## config.mk

```make
export PLATFORM = sky130hd
export DESIGN_NAME = date_add_days_flat
export DESIGN_NICKNAME = d
export VERILOG_FILES = /design/src/rtl/dad_pkg.sv /design/src/rtl/dad_chan_if.sv /design/src/rtl/dad_datapath.sv /design/src/rtl/dad_ctrl.sv /design/src/rtl/date_add_days.sv /design/src/flat_wrapper.sv
export VERILOG_INCLUDE_DIRS = /design/src /design/src/rtl
export SDC_FILE = /design/constraint.sdc
export NUM_CORES = 1
export LEC_CHECK = 0
export ABC_AREA = 1
export ABC_CLOCK_PERIOD_IN_PS = 12350
export BUFFER_PORTS_ARGS = -buffer_cell sky130_fd_sc_hd__buf_2
export CAP_MARGIN = 0
export CORE_MARGIN = 1.5
export CORE_UTILIZATION = 66
export DETAILED_ROUTE_END_ITERATION = 10
export GPL_TIMING_DRIVEN = 0
export PLACE_DENSITY = 0.86
export SETUP_SLACK_MARGIN = 0.2
export SYNTH_ARGS = -nofsm -noshare
export SYNTH_HDL_FRONTEND = slang
export SYNTH_SLANG_ARGS = --single-unit
```

## constraint.sdc

```tcl
create_clock -name clk_i -period 12.35 [get_ports clk_i]
set_clock_uncertainty 0.05 [all_clocks]
set_input_delay 1.235 -clock clk_i [delete_from_list [all_inputs] [get_ports clk_i]]
set_output_delay 1.235 -clock clk_i [all_outputs]
set_load 0.03 [all_outputs]
```

## src/rtl/assert_macros.svh

```systemverilog
// Assertion macros shared by the date adder modules.
`ifndef ASSERT_MACROS_SVH
`define ASSERT_MACROS_SVH

// Checks a property on every rising clock edge while reset is released.
`define DAD_ASSERT_CLK(label, clk, rst_n, prop) \
  label: assert property (@(posedge clk) disable iff (!rst_n) prop) \
    else $error("date adder assertion failed");

// Same check on the usual clock and reset names.
`define DAD_ASSERT(label, prop) \
  `DAD_ASSERT_CLK(label, clk_i, rst_ni, prop)

`endif

```

## src/rtl/dad_pkg.sv

```systemverilog
// Package with widths, calendar functions and the controller/datapath bundles.
package dad_pkg;

  localparam int unsigned YEAR_W  = 14;
  localparam int unsigned MONTH_W = 4;
  localparam int unsigned DAY_W   = 5;
  localparam int unsigned DAYS_W  = 32;
  localparam int unsigned DOY_W   = 9;   // holds a day count up to 366
  localparam int unsigned M100_W  = 7;
  localparam int unsigned M400_W  = 9;

  // Year mod 400 is found by subtracting 400 shifted left by K_MAX down to 0.
  localparam int unsigned K_MAX = 5;
  localparam int unsigned K_W   = 3;

  localparam logic [MONTH_W-1:0] MI_FEB  = 4'd1;
  localparam logic [MONTH_W-1:0] MI_MAR  = 4'd2;
  localparam logic [MONTH_W-1:0] MI_DEC  = 4'd11;

  typedef struct packed {
    logic           load;
    logic           red;
    logic [K_W-1:0] red_k;
    logic           prep;
    logic           year_step;
    logic           month_step;
    logic           finish;
    logic           finish_ovf;
  } cmd_t;

  typedef struct packed {
    logic yr_over;
    logic fits;
    logic year_more;
    logic month_more;
  } sts_t;

  function automatic logic is_leap(input logic [1:0] m4, input logic [M100_W-1:0] m100,
                                   input logic [M400_W-1:0] m400);
    return ((m4 == 2'd0) && (m100 != '0)) || (m400 == '0);
  endfunction

  function automatic logic [DAY_W-1:0] month_len(input logic [MONTH_W-1:0] mi,
                                                 input logic leap);
    logic [DAY_W-1:0] n;
    if (mi == MI_FEB) begin
      n = leap ? 5'd29 : 5'd28;
    end else if (mi inside {4'd3, 4'd5, 4'd8, 4'd10}) begin
      n = 5'd30;
    end else begin
      n = 5'd31;
    end
    return n;
  endfunction

  // Days of the year that lie before the first of month mi.
  function automatic logic [DOY_W-1:0] days_before(input logic [MONTH_W-1:0] mi,
                                                   input logic leap);
    logic [DOY_W-1:0] n;
    case (mi)
      4'd0:    n = 9'd0;
      4'd1:    n = 9'd31;
      4'd2:    n = 9'd59;
      4'd3:    n = 9'd90;
      4'd4:    n = 9'd120;
      4'd5:    n = 9'd151;
      4'd6:    n = 9'd181;
      4'd7:    n = 9'd212;
      4'd8:    n = 9'd243;
      4'd9:    n = 9'd273;
      4'd10:   n = 9'd304;
      default: n = 9'd334;
    endcase
    if (leap && (mi >= MI_MAR)) begin
      n = n + 9'd1;
    end
    return n;
  endfunction

endpackage

```

## src/rtl/dad_chan_if.sv

```systemverilog
// Valid/ready channel interfaces for the start date and the result date.
interface dad_in_if;
  logic                        valid;
  logic                        ready;
  logic [dad_pkg::YEAR_W-1:0]  start_year;
  logic [dad_pkg::MONTH_W-1:0] start_month;
  logic [dad_pkg::DAY_W-1:0]   start_day;
  logic [dad_pkg::DAYS_W-1:0]  days_to_add;

  modport source (output valid, start_year, start_month, start_day, days_to_add,
                  input ready);
  modport sink (input valid, start_year, start_month, start_day, days_to_add,
                output ready);
endinterface

interface dad_out_if;
  logic                        valid;
  logic                        ready;
  logic [dad_pkg::YEAR_W-1:0]  result_year;
  logic [dad_pkg::MONTH_W-1:0] result_month;
  logic [dad_pkg::DAY_W-1:0]   result_day;
  logic                        overflow;

  modport source (output valid, result_year, result_month, result_day, overflow,
                  input ready);
  modport sink (input valid, result_year, result_month, result_day, overflow,
                output ready);
endinterface

```

## src/rtl/dad_datapath.sv

```systemverilog
// Datapath: year, remainder and month registers with the calendar arithmetic.
`include "assert_macros.svh"

module dad_datapath #(
  parameter int unsigned MAX_YEAR = 9999
) (
  input  logic                        clk_i,
  input  logic                        rst_ni,
  input  dad_pkg::cmd_t               cmd_i,
  output dad_pkg::sts_t               sts_o,
  input  logic [dad_pkg::YEAR_W-1:0]  start_year_i,
  input  logic [dad_pkg::MONTH_W-1:0] start_month_i,
  input  logic [dad_pkg::DAY_W-1:0]   start_day_i,
  input  logic [dad_pkg::DAYS_W-1:0]  days_to_add_i,
  output logic [dad_pkg::YEAR_W-1:0]  result_year_o,
  output logic [dad_pkg::MONTH_W-1:0] result_month_o,
  output logic [dad_pkg::DAY_W-1:0]   result_day_o,
  output logic                        overflow_o
);

  localparam int unsigned YW_NEED = $clog2(MAX_YEAR + 2);
  localparam int unsigned YW = (YW_NEED > dad_pkg::YEAR_W) ? YW_NEED : dad_pkg::YEAR_W;
  localparam logic [YW-1:0] MAX_Y = YW'(MAX_YEAR);

  localparam int unsigned RW  = dad_pkg::YEAR_W;
  localparam int unsigned DW  = dad_pkg::DAYS_W;
  localparam int unsigned M1W = dad_pkg::M100_W;
  localparam int unsigned M4W = dad_pkg::M400_W;

  logic [YW-1:0]                 yr_q, yr_d;
  logic [DW-1:0]                 rem_q, rem_d;
  logic [DW-1:0]                 days_q, days_d;
  logic [dad_pkg::MONTH_W-1:0]   mi_q, mi_d;
  logic [dad_pkg::DAY_W-1:0]     day_q, day_d;
  logic [RW-1:0]                 red_q, red_d;
  logic [M1W-1:0]                m100_q, m100_d;
  logic [M4W-1:0]                m400_q, m400_d;
  logic [dad_pkg::YEAR_W-1:0]    res_year_q, res_year_d;
  logic [dad_pkg::MONTH_W-1:0]   res_month_q, res_month_d;
  logic [dad_pkg::DAY_W-1:0]     res_day_q, res_day_d;
  logic                          res_ovf_q, res_ovf_d;

  logic [RW-1:0]                 red_sub;
  logic [M4W-1:0]                s400;
  logic [M4W-1:0]                s100_w;
  logic [M1W-1:0]                s100;
  logic                          s_leap;
  logic [dad_pkg::DAY_W-1:0]     s_mlen;
  logic [dad_pkg::DAY_W-1:0]     s_day;
  logic [dad_pkg::DOY_W-1:0]     s_ylen;
  logic [dad_pkg::DOY_W-1:0]     s_left;
  logic [M1W-1:0]                s100_inc;
  logic [M4W-1:0]                s400_inc;
  logic                          c_leap;
  logic [dad_pkg::DOY_W-1:0]     c_ylen;
  logic [dad_pkg::DAY_W-1:0]     c_mlen;
  logic [M1W-1:0]                c100_inc;
  logic [M4W-1:0]                c400_inc;
  logic [dad_pkg::MONTH_W-1:0]   mi_load;

  // Start-year figures: red_q holds the year mod 400 once the reduction is done.
  always_comb begin
    red_sub = RW'(400) << cmd_i.red_k;
    s400    = red_q[M4W-1:0];
    if (s400 >= 9'd300) begin
      s100_w = s400 - 9'd300;
    end else if (s400 >= 9'd200) begin
      s100_w = s400 - 9'd200;
    end else if (s400 >= 9'd100) begin
      s100_w = s400 - 9'd100;
    end else begin
      s100_w = s400;
    end
    s100     = s100_w[M1W-1:0];
    s_leap   = dad_pkg::is_leap(yr_q[1:0], s100, s400);
    s_mlen   = dad_pkg::month_len(mi_q, s_leap);
    if (day_q == '0) begin
      s_day = 5'd1;
    end else if (day_q > s_mlen) begin
      s_day = s_mlen;
    end else begin
      s_day = day_q;
    end
    s_ylen   = s_leap ? 9'd366 : 9'd365;
    s_left   = s_ylen - dad_pkg::days_before(mi_q, s_leap) - dad_pkg::DOY_W'(s_day);
    s100_inc = (s100 == 7'd99) ? '0 : s100 + 7'd1;
    s400_inc = (s400 == 9'd399) ? '0 : s400 + 9'd1;
  end

  // Figures of the year currently held in yr_q.
  always_comb begin
    c_leap   = dad_pkg::is_leap(yr_q[1:0], m100_q, m400_q);
    c_ylen   = c_leap ? 9'd366 : 9'd365;
    c_mlen   = dad_pkg::month_len(mi_q, c_leap);
    c100_inc = (m100_q == 7'd99) ? '0 : m100_q + 7'd1;
    c400_inc = (m400_q == 9'd399) ? '0 : m400_q + 9'd1;
  end

  always_comb begin
    if (start_month_i == '0) begin
      mi_load = '0;
    end else if (start_month_i > 4'd12) begin
      mi_load = dad_pkg::MI_DEC;
    end else begin
      mi_load = start_month_i - 4'd1;
    end
  end

  always_comb begin
    sts_o.yr_over    = yr_q > MAX_Y;
    sts_o.fits       = days_q <= DW'(s_left);
    sts_o.year_more  = rem_q > DW'(c_ylen);
    sts_o.month_more = (mi_q < dad_pkg::MI_DEC) && (rem_q > DW'(c_mlen));
  end

  always_comb begin
    yr_d        = yr_q;
    rem_d       = rem_q;
    days_d      = days_q;
    mi_d        = mi_q;
    day_d       = day_q;
    red_d       = red_q;
    m100_d      = m100_q;
    m400_d      = m400_q;
    res_year_d  = res_year_q;
    res_month_d = res_month_q;
    res_day_d   = res_day_q;
    res_ovf_d   = res_ovf_q;
    if (cmd_i.load) begin
      yr_d   = YW'(start_year_i);
      red_d  = start_year_i;
      mi_d   = mi_load;
      day_d  = start_day_i;
      days_d = days_to_add_i;
    end
    if (cmd_i.red && (red_q >= red_sub)) begin
      red_d = red_q - red_sub;
    end
    if (cmd_i.prep) begin
      if (sts_o.fits) begin
        rem_d  = days_q + DW'(s_day);
        m100_d = s100;
        m400_d = s400;
      end else begin
        // The rest of the start year is used up; walk on from January 1.
        rem_d  = days_q - DW'(s_left);
        yr_d   = yr_q + YW'(1);
        mi_d   = '0;
        m100_d = s100_inc;
        m400_d = s400_inc;
      end
    end
    if (cmd_i.year_step) begin
      rem_d  = rem_q - DW'(c_ylen);
      yr_d   = yr_q + YW'(1);
      m100_d = c100_inc;
      m400_d = c400_inc;
    end
    if (cmd_i.month_step) begin
      rem_d = rem_q - DW'(c_mlen);
      mi_d  = mi_q + 4'd1;
    end
    if (cmd_i.finish) begin
      res_ovf_d = cmd_i.finish_ovf;
      if (cmd_i.finish_ovf) begin
        res_year_d  = '0;
        res_month_d = '0;
        res_day_d   = '0;
      end else begin
        res_year_d  = yr_q[dad_pkg::YEAR_W-1:0];
        res_month_d = mi_q + 4'd1;
        res_day_d   = rem_q[dad_pkg::DAY_W-1:0];
      end
    end
  end

  always_ff @(posedge clk_i) begin
    yr_q        <= yr_d;
    rem_q       <= rem_d;
    days_q      <= days_d;
    mi_q        <= mi_d;
    day_q       <= day_d;
    red_q       <= red_d;
    m100_q      <= m100_d;
    m400_q      <= m400_d;
    res_year_q  <= res_year_d;
    res_month_q <= res_month_d;
    res_day_q   <= res_day_d;
    res_ovf_q   <= res_ovf_d;
  end

  assign result_year_o  = res_year_q;
  assign result_month_o = res_month_q;
  assign result_day_o   = res_day_q;
  assign overflow_o     = res_ovf_q;

  `DAD_ASSERT(a_ovf_result_zero, cmd_i.finish && cmd_i.finish_ovf |=> overflow_o && (result_year_o == '0) && (result_month_o == '0) && (result_day_o == '0))
  `DAD_ASSERT(a_month_in_range, cmd_i.month_step |-> (mi_q < dad_pkg::MI_DEC))

endmodule

```

## src/rtl/dad_ctrl.sv

```systemverilog
// Controller: sequences load, year reduction, set-up, year and month walks, result.
`include "assert_macros.svh"

module dad_ctrl (
  input  logic          clk_i,
  input  logic          rst_ni,
  input  logic          in_valid_i,
  output logic          in_ready_o,
  output logic          out_valid_o,
  input  logic          out_ready_i,
  output dad_pkg::cmd_t cmd_o,
  input  dad_pkg::sts_t sts_i
);

  typedef enum logic [2:0] {
    ST_IDLE,
    ST_REDUCE,
    ST_PREP,
    ST_YEAR,
    ST_MONTH,
    ST_FIN
  } state_e;

  state_e                  state_q, state_d;
  logic [dad_pkg::K_W-1:0] k_q, k_d;
  logic                    ovf_q, ovf_d;
  logic                    out_valid_q, out_valid_d;
  logic                    slot_free;

  assign slot_free  = !out_valid_q || out_ready_i;
  assign in_ready_o = (state_q == ST_IDLE);

  always_comb begin
    cmd_o       = '0;
    cmd_o.red_k = k_q;
    state_d     = state_q;
    k_d         = k_q;
    ovf_d       = ovf_q;
    out_valid_d = out_valid_q;
    if (out_valid_q && out_ready_i) begin
      out_valid_d = 1'b0;
    end
    case (state_q)
      ST_IDLE: begin
        if (in_valid_i) begin
          cmd_o.load = 1'b1;
          k_d        = dad_pkg::K_W'(dad_pkg::K_MAX);
          state_d    = ST_REDUCE;
        end
      end
      ST_REDUCE: begin
        cmd_o.red = 1'b1;
        if (k_q == '0) begin
          state_d = ST_PREP;
        end else begin
          k_d = k_q - 3'd1;
        end
      end
      ST_PREP: begin
        ovf_d = sts_i.yr_over;
        if (sts_i.yr_over) begin
          state_d = ST_FIN;
        end else begin
          cmd_o.prep = 1'b1;
          state_d    = sts_i.fits ? ST_MONTH : ST_YEAR;
        end
      end
      ST_YEAR: begin
        if (sts_i.yr_over) begin
          ovf_d   = 1'b1;
          state_d = ST_FIN;
        end else if (sts_i.year_more) begin
          cmd_o.year_step = 1'b1;
        end else begin
          state_d = ST_MONTH;
        end
      end
      ST_MONTH: begin
        if (sts_i.month_more) begin
          cmd_o.month_step = 1'b1;
        end else begin
          state_d = ST_FIN;
        end
      end
      ST_FIN: begin
        // Wait until the result register is empty or is being read.
        if (slot_free) begin
          cmd_o.finish     = 1'b1;
          cmd_o.finish_ovf = ovf_q;
          out_valid_d      = 1'b1;
          state_d          = ST_IDLE;
        end
      end
      default: begin
        state_d = ST_IDLE;
      end
    endcase
  end

  always_ff @(posedge clk_i or negedge rst_ni) begin
    if (!rst_ni) begin
      state_q     <= ST_IDLE;
      k_q         <= '0;
      ovf_q       <= 1'b0;
      out_valid_q <= 1'b0;
    end else begin
      state_q     <= state_d;
      k_q         <= k_d;
      ovf_q       <= ovf_d;
      out_valid_q <= out_valid_d;
    end
  end

  assign out_valid_o = out_valid_q;

  `DAD_ASSERT(a_no_result_overwrite, cmd_o.finish |-> (!out_valid_q || out_ready_i))
  `DAD_ASSERT(a_year_step_in_range, cmd_o.year_step |-> !sts_i.yr_over)
  `DAD_ASSERT(a_cmd_exclusive, $onehot0({cmd_o.load, cmd_o.red, cmd_o.prep, cmd_o.year_step, cmd_o.month_step, cmd_o.finish}))
  `DAD_ASSERT(a_finish_sets_valid, cmd_o.finish |=> out_valid_o)

endmodule

```

## src/rtl/date_add_days.sv

```systemverilog
// Top level of the Gregorian date adder: controller, datapath and channel wiring.
//
// Adds a day count to a Gregorian date, one date at a time. A start date is taken
// when the block is idle. It then finds the start year modulo 400 by subtracting
// 400 shifted left by K_MAX down to 0, clamps the day and uses up the rest of the
// start year. Next it walks the whole years passed (at most MAX_YEAR), taking off
// one year length per cycle, then the months of the final year (at most eleven);
// a closing step ends each walk. A last step writes the result register. A date
// that fits in its start year skips the year walk, and an overflow found at the
// set-up step goes straight to the result write. The result waits in an output
// register. The last step stalls while that register still holds an unread beat.
// The next date is taken as soon as the previous result has been written there.
// An out-of-range month or day is clamped into range, and a result beyond
// MAX_YEAR comes back as overflow with all date fields zero.
module date_add_days #(
  parameter int unsigned MAX_YEAR = 9999
) (
  input logic      clk_i,
  input logic      rst_ni,
  dad_in_if.sink   in_i,
  dad_out_if.source out_o
);

  dad_pkg::cmd_t cmd;
  dad_pkg::sts_t sts;

  dad_ctrl u_ctrl (
    .clk_i       (clk_i),
    .rst_ni      (rst_ni),
    .in_valid_i  (in_i.valid),
    .in_ready_o  (in_i.ready),
    .out_valid_o (out_o.valid),
    .out_ready_i (out_o.ready),
    .cmd_o       (cmd),
    .sts_i       (sts)
  );

  dad_datapath #(
    .MAX_YEAR (MAX_YEAR)
  ) u_datapath (
    .clk_i          (clk_i),
    .rst_ni         (rst_ni),
    .cmd_i          (cmd),
    .sts_o          (sts),
    .start_year_i   (in_i.start_year),
    .start_month_i  (in_i.start_month),
    .start_day_i    (in_i.start_day),
    .days_to_add_i  (in_i.days_to_add),
    .result_year_o  (out_o.result_year),
    .result_month_o (out_o.result_month),
    .result_day_o   (out_o.result_day),
    .overflow_o     (out_o.overflow)
  );

endmodule

```

## src/flat_wrapper.sv

```systemverilog
// flat-port wrapper written by rule: the top's interface ports become plain ports
module date_add_days_flat 
#(
  parameter int unsigned MAX_YEAR = 9999
)
  (clk_i, rst_ni, in_i_valid, in_i_start_year, in_i_start_month, in_i_start_day, in_i_days_to_add, in_i_ready, out_o_valid, out_o_result_year, out_o_result_month, out_o_result_day, out_o_overflow, out_o_ready);
  dad_in_if in_i_i ();
  dad_out_if out_o_i ();
  input logic clk_i;
  input logic rst_ni;
  input wire logic [$bits(in_i_i.valid)-1:0] in_i_valid;
  input wire logic [$bits(in_i_i.start_year)-1:0] in_i_start_year;
  input wire logic [$bits(in_i_i.start_month)-1:0] in_i_start_month;
  input wire logic [$bits(in_i_i.start_day)-1:0] in_i_start_day;
  input wire logic [$bits(in_i_i.days_to_add)-1:0] in_i_days_to_add;
  output wire logic [$bits(in_i_i.ready)-1:0] in_i_ready;
  output wire logic [$bits(out_o_i.valid)-1:0] out_o_valid;
  output wire logic [$bits(out_o_i.result_year)-1:0] out_o_result_year;
  output wire logic [$bits(out_o_i.result_month)-1:0] out_o_result_month;
  output wire logic [$bits(out_o_i.result_day)-1:0] out_o_result_day;
  output wire logic [$bits(out_o_i.overflow)-1:0] out_o_overflow;
  input wire logic [$bits(out_o_i.ready)-1:0] out_o_ready;
  assign in_i_i.valid = in_i_valid;
  assign in_i_i.start_year = in_i_start_year;
  assign in_i_i.start_month = in_i_start_month;
  assign in_i_i.start_day = in_i_start_day;
  assign in_i_i.days_to_add = in_i_days_to_add;
  assign in_i_ready = in_i_i.ready;
  assign out_o_valid = out_o_i.valid;
  assign out_o_result_year = out_o_i.result_year;
  assign out_o_result_month = out_o_i.result_month;
  assign out_o_result_day = out_o_i.result_day;
  assign out_o_overflow = out_o_i.overflow;
  assign out_o_i.ready = out_o_ready;
  date_add_days #(.MAX_YEAR(MAX_YEAR)) u_core (.clk_i(clk_i), .rst_ni(rst_ni), .in_i(in_i_i), .out_o(out_o_i));
endmodule
```

* Word level (Yosys, flattened, before mapping)
Memory sizes are Yosys's and may differ from the RTL's. A register that Yosys moved wholly into a read port is not among the register bits.
Index checks and enable logic that the tools add are counted.
** Cells by class
- Add/subtract/negate cells :: 19
- $lt $le $gt $ge :: 12
- Equal/unequal tests :: 21
- Shift operators :: 1
- Muxes and demuxes :: 68
- Reductions and logical operators :: 28
** Operators with widths (count)
- 32-bit 2-to-1 mux :: 4
- 14-bit 2-to-1 mux :: 6
- 32-bit by 9-bit subtractor with 32-bit output :: 2
- 7-bit 2-to-1 mux :: 8
- 9-bit 2-to-1 mux :: 6
- 32-bit by 5-bit adder with 32-bit output :: 1
- 32-bit by 5-bit > comparator with 1-bit output :: 1
- 32-bit by 9-bit > comparator with 1-bit output :: 1
- 32-bit by 9-bit <= comparator with 1-bit output :: 1
- 32-bit by 5-bit subtractor with 32-bit output :: 1
- 3-bit 2-to-1 mux :: 10
- 9-bit by 1-bit adder with 9-bit output (second input constant) :: 3
- 4-bit 2-to-1 mux :: 6
- 9-bit == test (second input constant) :: 2
- 9-bit zero test :: 2
- 3-bit case mux with 6 select lines :: 1
- 1-bit 2-to-1 mux :: 17
- 5-bit 2-to-1 mux :: 3
- 14-bit by 1-bit adder with 14-bit output (second input constant) :: 1
- 7-bit by 1-bit adder with 7-bit output (second input constant) :: 2
- 7-bit == test (second input constant) :: 2
- 14-bit greater-or-equal comparator :: 1
- 14-bit > comparator (second input constant) :: 1
- 7-bit nonzero test :: 2
- other kinds (41) :: 65
** Storage, ports and cells
- Bits in registers :: 149
- Memory bits (read-only) :: 144
- Output and inout bits :: 26
- Word-level logic and storage cells :: 166
- Memories :: 1
** Memory list
- (no name shown) :: words 16, width 9, read ports 1, clocked after memory_dff 1, wr ports 0, line dad_pkg.sv:60 : case (mi)

* Depth between registers and ports, before layout
- Depth in word-level cells :: 18
- Mapped depth :: 53
- Depth with buffers taken out :: 52

* By module
From an unflattened synthesis, not the netlist that was laid out.
** Unflattened totals
- Cells, all modules :: 1656
- Area total of the unflattened synthesis :: 12320.6 um2
** By module, submodules not included
- dad_datapath :: times used 1, cells an instance 1577, area each 11762.5 um2, sequential area each 4234.1 um2
- dad_ctrl :: times used 1, cells an instance 79, area each 558.0 um2, sequential area each 200.2 um2

* Worst setup path after synthesis
No wires, ideal clock.
- Path kind :: reg2reg
- Start point :: reg u_core.u_datapath.red_q[3]
- End point :: reg (tool-made name)
- Arrival :: 6.745 ns
- Required time :: 12.183 ns
- Setup slack :: 5.438 ns
- Stages on the path, launching flop included :: 47
- Clock period less this slack :: 6.912 ns
- Cells stage by stage :: edfxtp_1 -> inv_1 -> ha_1 -> nand2_1 -> nand2_1 -> nand2_1 -> nor2_4 -> nand2_1 -> nand2_1 -> nand2_1 -> nand2_2 -> nand2_1 -> nor2_1 -> nand2_1 -> nand2_2 -> nand2_4 -> o21ai_1 -> inv_1 -> (+11 left out) -> a21oi_1 -> nand3_1 -> nand3_1 -> nand2_1 -> ha_1 -> nand2_1 -> nor2_1 -> nand3_1 -> nand2_1 -> nand2_1 -> nand2_2 -> nand3_2 -> a22oi_1 -> inv_1 -> ha_1 -> or2_4 -> nand2_1 -> o21ai_1
** RTL lines
- from (decl) :: line dad_datapath.sv:35 : logic [RW-1:0] red_q, red_d;
- from (signal assigned) :: line dad_datapath.sv:183 : red_q <= red_d;

==> run metrics <==
run status=completed; synth top area cells=edfxtp_1, nand2_1, ha_1; Yosys reg bits=158; Final Non-Filler Cells=1,939; Core Area=0.01802 mm²; RSZ-0062 raised after global routing=false; via count=11,530; clock network power share=12.9%; number of core rows=49; TNS Setup=0 ps; Placed Cells=1,906; Least-Margin Pin Slew=1098 ps; crit-path max FO=8; Post-CTS Hold Buffers=0; Sw Share=50.66%; global-route wire length before repair=around 53,000 µm; Place WS=4052 ps; All-Layer GR Usage=34.47%; clock sink total=158; largest net degree at the start of global routing=47; Seq pwr share=25.1%; top-area cell type share of the netlist area=30.28%; # Max-Cap Violations=0; DR DRC count=0; ys flop type=edfxtp_1; Vias per Instance=5.946; CTS clk-pin slew, worst paths=80 ps; internal power=0.002122 W; H-Tree Depth=4; CP bufs+invs=6; Longest Clk Path Bufs=2; post-synth cell types=65; pins over their slew limit=0; worst setup margin=3757 ps; First-pass DRT Iterations=5; total power=0.004300 W; Worst slew margin=26.79%; Setup crit end kind=flop; leakage power=6.062 nW; Overflow after GRT=0; Crit Path Class=reg2reg; number of global-route vias before repair=10,990; number of DRC markers in iteration 0=1,182; initial antenna violation count=0; GPL Wtd Cong=approximately 0.95; Synth async-reset ratio=5.063%; TritonCTS clock tree=done; Synthesized Nets=1,729; Ports=85; layout cell share with drive strength beyond 1=12.11%; Post-Synthesis Cells=1,591; Netlist Area Pre-Place=0.01220 mm²; cell family with most CP delay=simple AND/OR/NAND/NOR gates; die height=between 100 and 150 µm; crit share post-route=between 60 and 70%; worst min path class=reg2reg; setup violators final=0; CP Launch Type=flop; setup bufs post-CTS=0; drt wl/cell=17.19 µm; P_sw=0.002179 W; number of synthesized flops with an enable pin=123; Top cell by count, worst path=nand2_1; Syn Area/Cell=roughly 7.7 µm²; Post-synth top cells=nand2_1, inv_1, nor2_1; most frequent cell after synthesis=nand2_1; HPWL Detailed=24,750 µm; CP max-delay cell=a22oi_1; Hold Vio Cnt, Final=0; Nets=1,834; die area=0.01931 mm²; Routed WL=33,340 µm; DRT antenna net count=0; Largest stage delay, worst path=570 ps; Final Critical Period=8593 ps; Die Span X=roughly 140 µm; Worst EP arrival=8860 ps; register area share after synthesis=36.35%; utilization after layout=between 70% and 80%; port bufs=84; worst skew pair latency=450 ps; root buffer cell=clkbuf_16; synth warn=0; P&R area growth vs syn=11.26%; combinational power share=61.9%; fmax=0.1164 GHz; cts repair resizes=0; Max IR drop VDD=0.0001791 V; cell area power density=roughly 320 mW/mm²; CTS Buf Count=17; CP required=12,620 ps; Initial Util=67.67%; leading area contributor after synthesis=edfxtp_1
[flip-flops by register name, summed over array words and instances, names as in the netlist, named ones only]
register,flops
u_core.u_datapath.result_year_o,14
u_core.u_datapath.m100_q,7
u_core.u_datapath.result_month_o,4
u_core.u_ctrl.out_valid_o,1
u_core.u_ctrl.ovf_q,1
u_core.u_datapath.rem_q,32
u_core.u_datapath.m400_q,9
u_core.u_datapath.day_q,5
u_core.u_ctrl.state_q,3
u_core.u_datapath.red_q,14
u_core.u_datapath.days_q,32
u_core.u_datapath.overflow_o,1
u_core.u_datapath.yr_q,14
u_core.u_ctrl.k_q,3
u_core.u_datapath.result_day_o,5
u_core.u_datapath.mi_q,4
[kinds of logic (layout without fill, tap and decap cells)]
kind of cell / after synthesis / in the layout / synth area share [%]
fa+ha+maj: 79 / 79 / 8.473
buf+inv: 281 / 399 / 8.986
xor+xnor: 108 / 108 / 7.755
simple gates: 694 / 694 / 25.23
flops: 158 / 158 / 36.35
mux: 1 / 1 / 0.08206
other cells: 0 / 1 / 0
compound gates: 270 / 270 / 13.12
[layer usage]
layer	vias up	part of all wire, %	track usage (%)
li1	5493	-	-
met1	5336	41	45.61
met2	608	47	55.39
met3	93	9.2	7.010
met4	0	3.4	14.64
met5	-	0	0
[layout by cell type, fill, tap and decap left out, drive strengths merged, types with 28 or more instances in the layout]
master,netlist,final
nand2,306,306
inv,247,254
nor2,214,214
edfxtp,123,123
o21ai,112,112
buf,19,105
nand3,99,99
xor2,76,76
ha,73,73
a21oi,71,71
xnor2,32,32
clkbuf,14,31
nor3,28,28
[stage by stage]
stage | hold slack (ps) | cell area (µm²)
global route | 503.4 | 13570
finish | 466.9 | 13570
CTS | 466.9 | 13570
detailed placement | 446.1 | 12940
floorplan | 421.7 | 12200
global placement | 436.8 | 12900
[worst reg2reg max path: cells and delay by family, from the launching register on]
kind                     cells  cell delay (ps)
AO/OA/AOI/OAI               11             2480
AND/OR/NAND/NOR             24             2830
buffers and inverters        6              720
flip-flops                   1              550
adder cells (fa/ha/maj)      6             1870
[final timing paths]
path                                                 startpoint                                   end  slack [ps]  depth (start not counted)
max                        u_core.u_datapath.red_q[3]$_DFFE_PP_                                  flop        3760                         47
min in group asynchronous                                rst_ni   u_core.u_ctrl.out_valid_o$_DFF_PN0_         580                          1
min                           u_core.u_datapath.yr_q[0]$_DFF_P_     u_core.u_datapath.yr_q[0]$_DFF_P_         470                          1
max in group asynchronous                                rst_ni  u_core.u_ctrl.state_q[1]$_DFFE_PN0P_       11460                          1
max reg2reg                u_core.u_datapath.red_q[3]$_DFFE_PP_                                  flop        3760                         47
min reg2reg                   u_core.u_datapath.yr_q[0]$_DFF_P_     u_core.u_datapath.yr_q[0]$_DFF_P_         470                          1
[power by group through the flow]
stage	clock network (W)	registers, W	logic, W
2_1_floorplan	0	0.00106	0.00196
3_3_place_gp	0	0.00108	0.00246
3_5_place_dp	0	0.00108	0.00257
4_1_cts	0.000557	0.00107	0.00261
5_1_grt	0.000577	0.00110	0.00296
6_report	0.000556	0.00108	0.00266
[cell type report]
| type | count | area [µm²] |
|---|---|---|
| Multi-Input combinational cell | 1152 | 6670 |
| Fill cell | 1337 | 4453 |
| Sequential cell | 158 | 4434 |
| Inverter | 248 | 938.4 |
| Timing Repair Buffer | 86 | 450.4 |
| Clock buffer | 17 | 425.4 |
| Tap cell | 229 | 286.5 |
| Clock inverter | 15 | 206.4 |
| Buffer | 33 | 157.7 |
| Antenna cell | 1 | 2.502 |
Note: power is estimated with default switching activity, not from simulation.
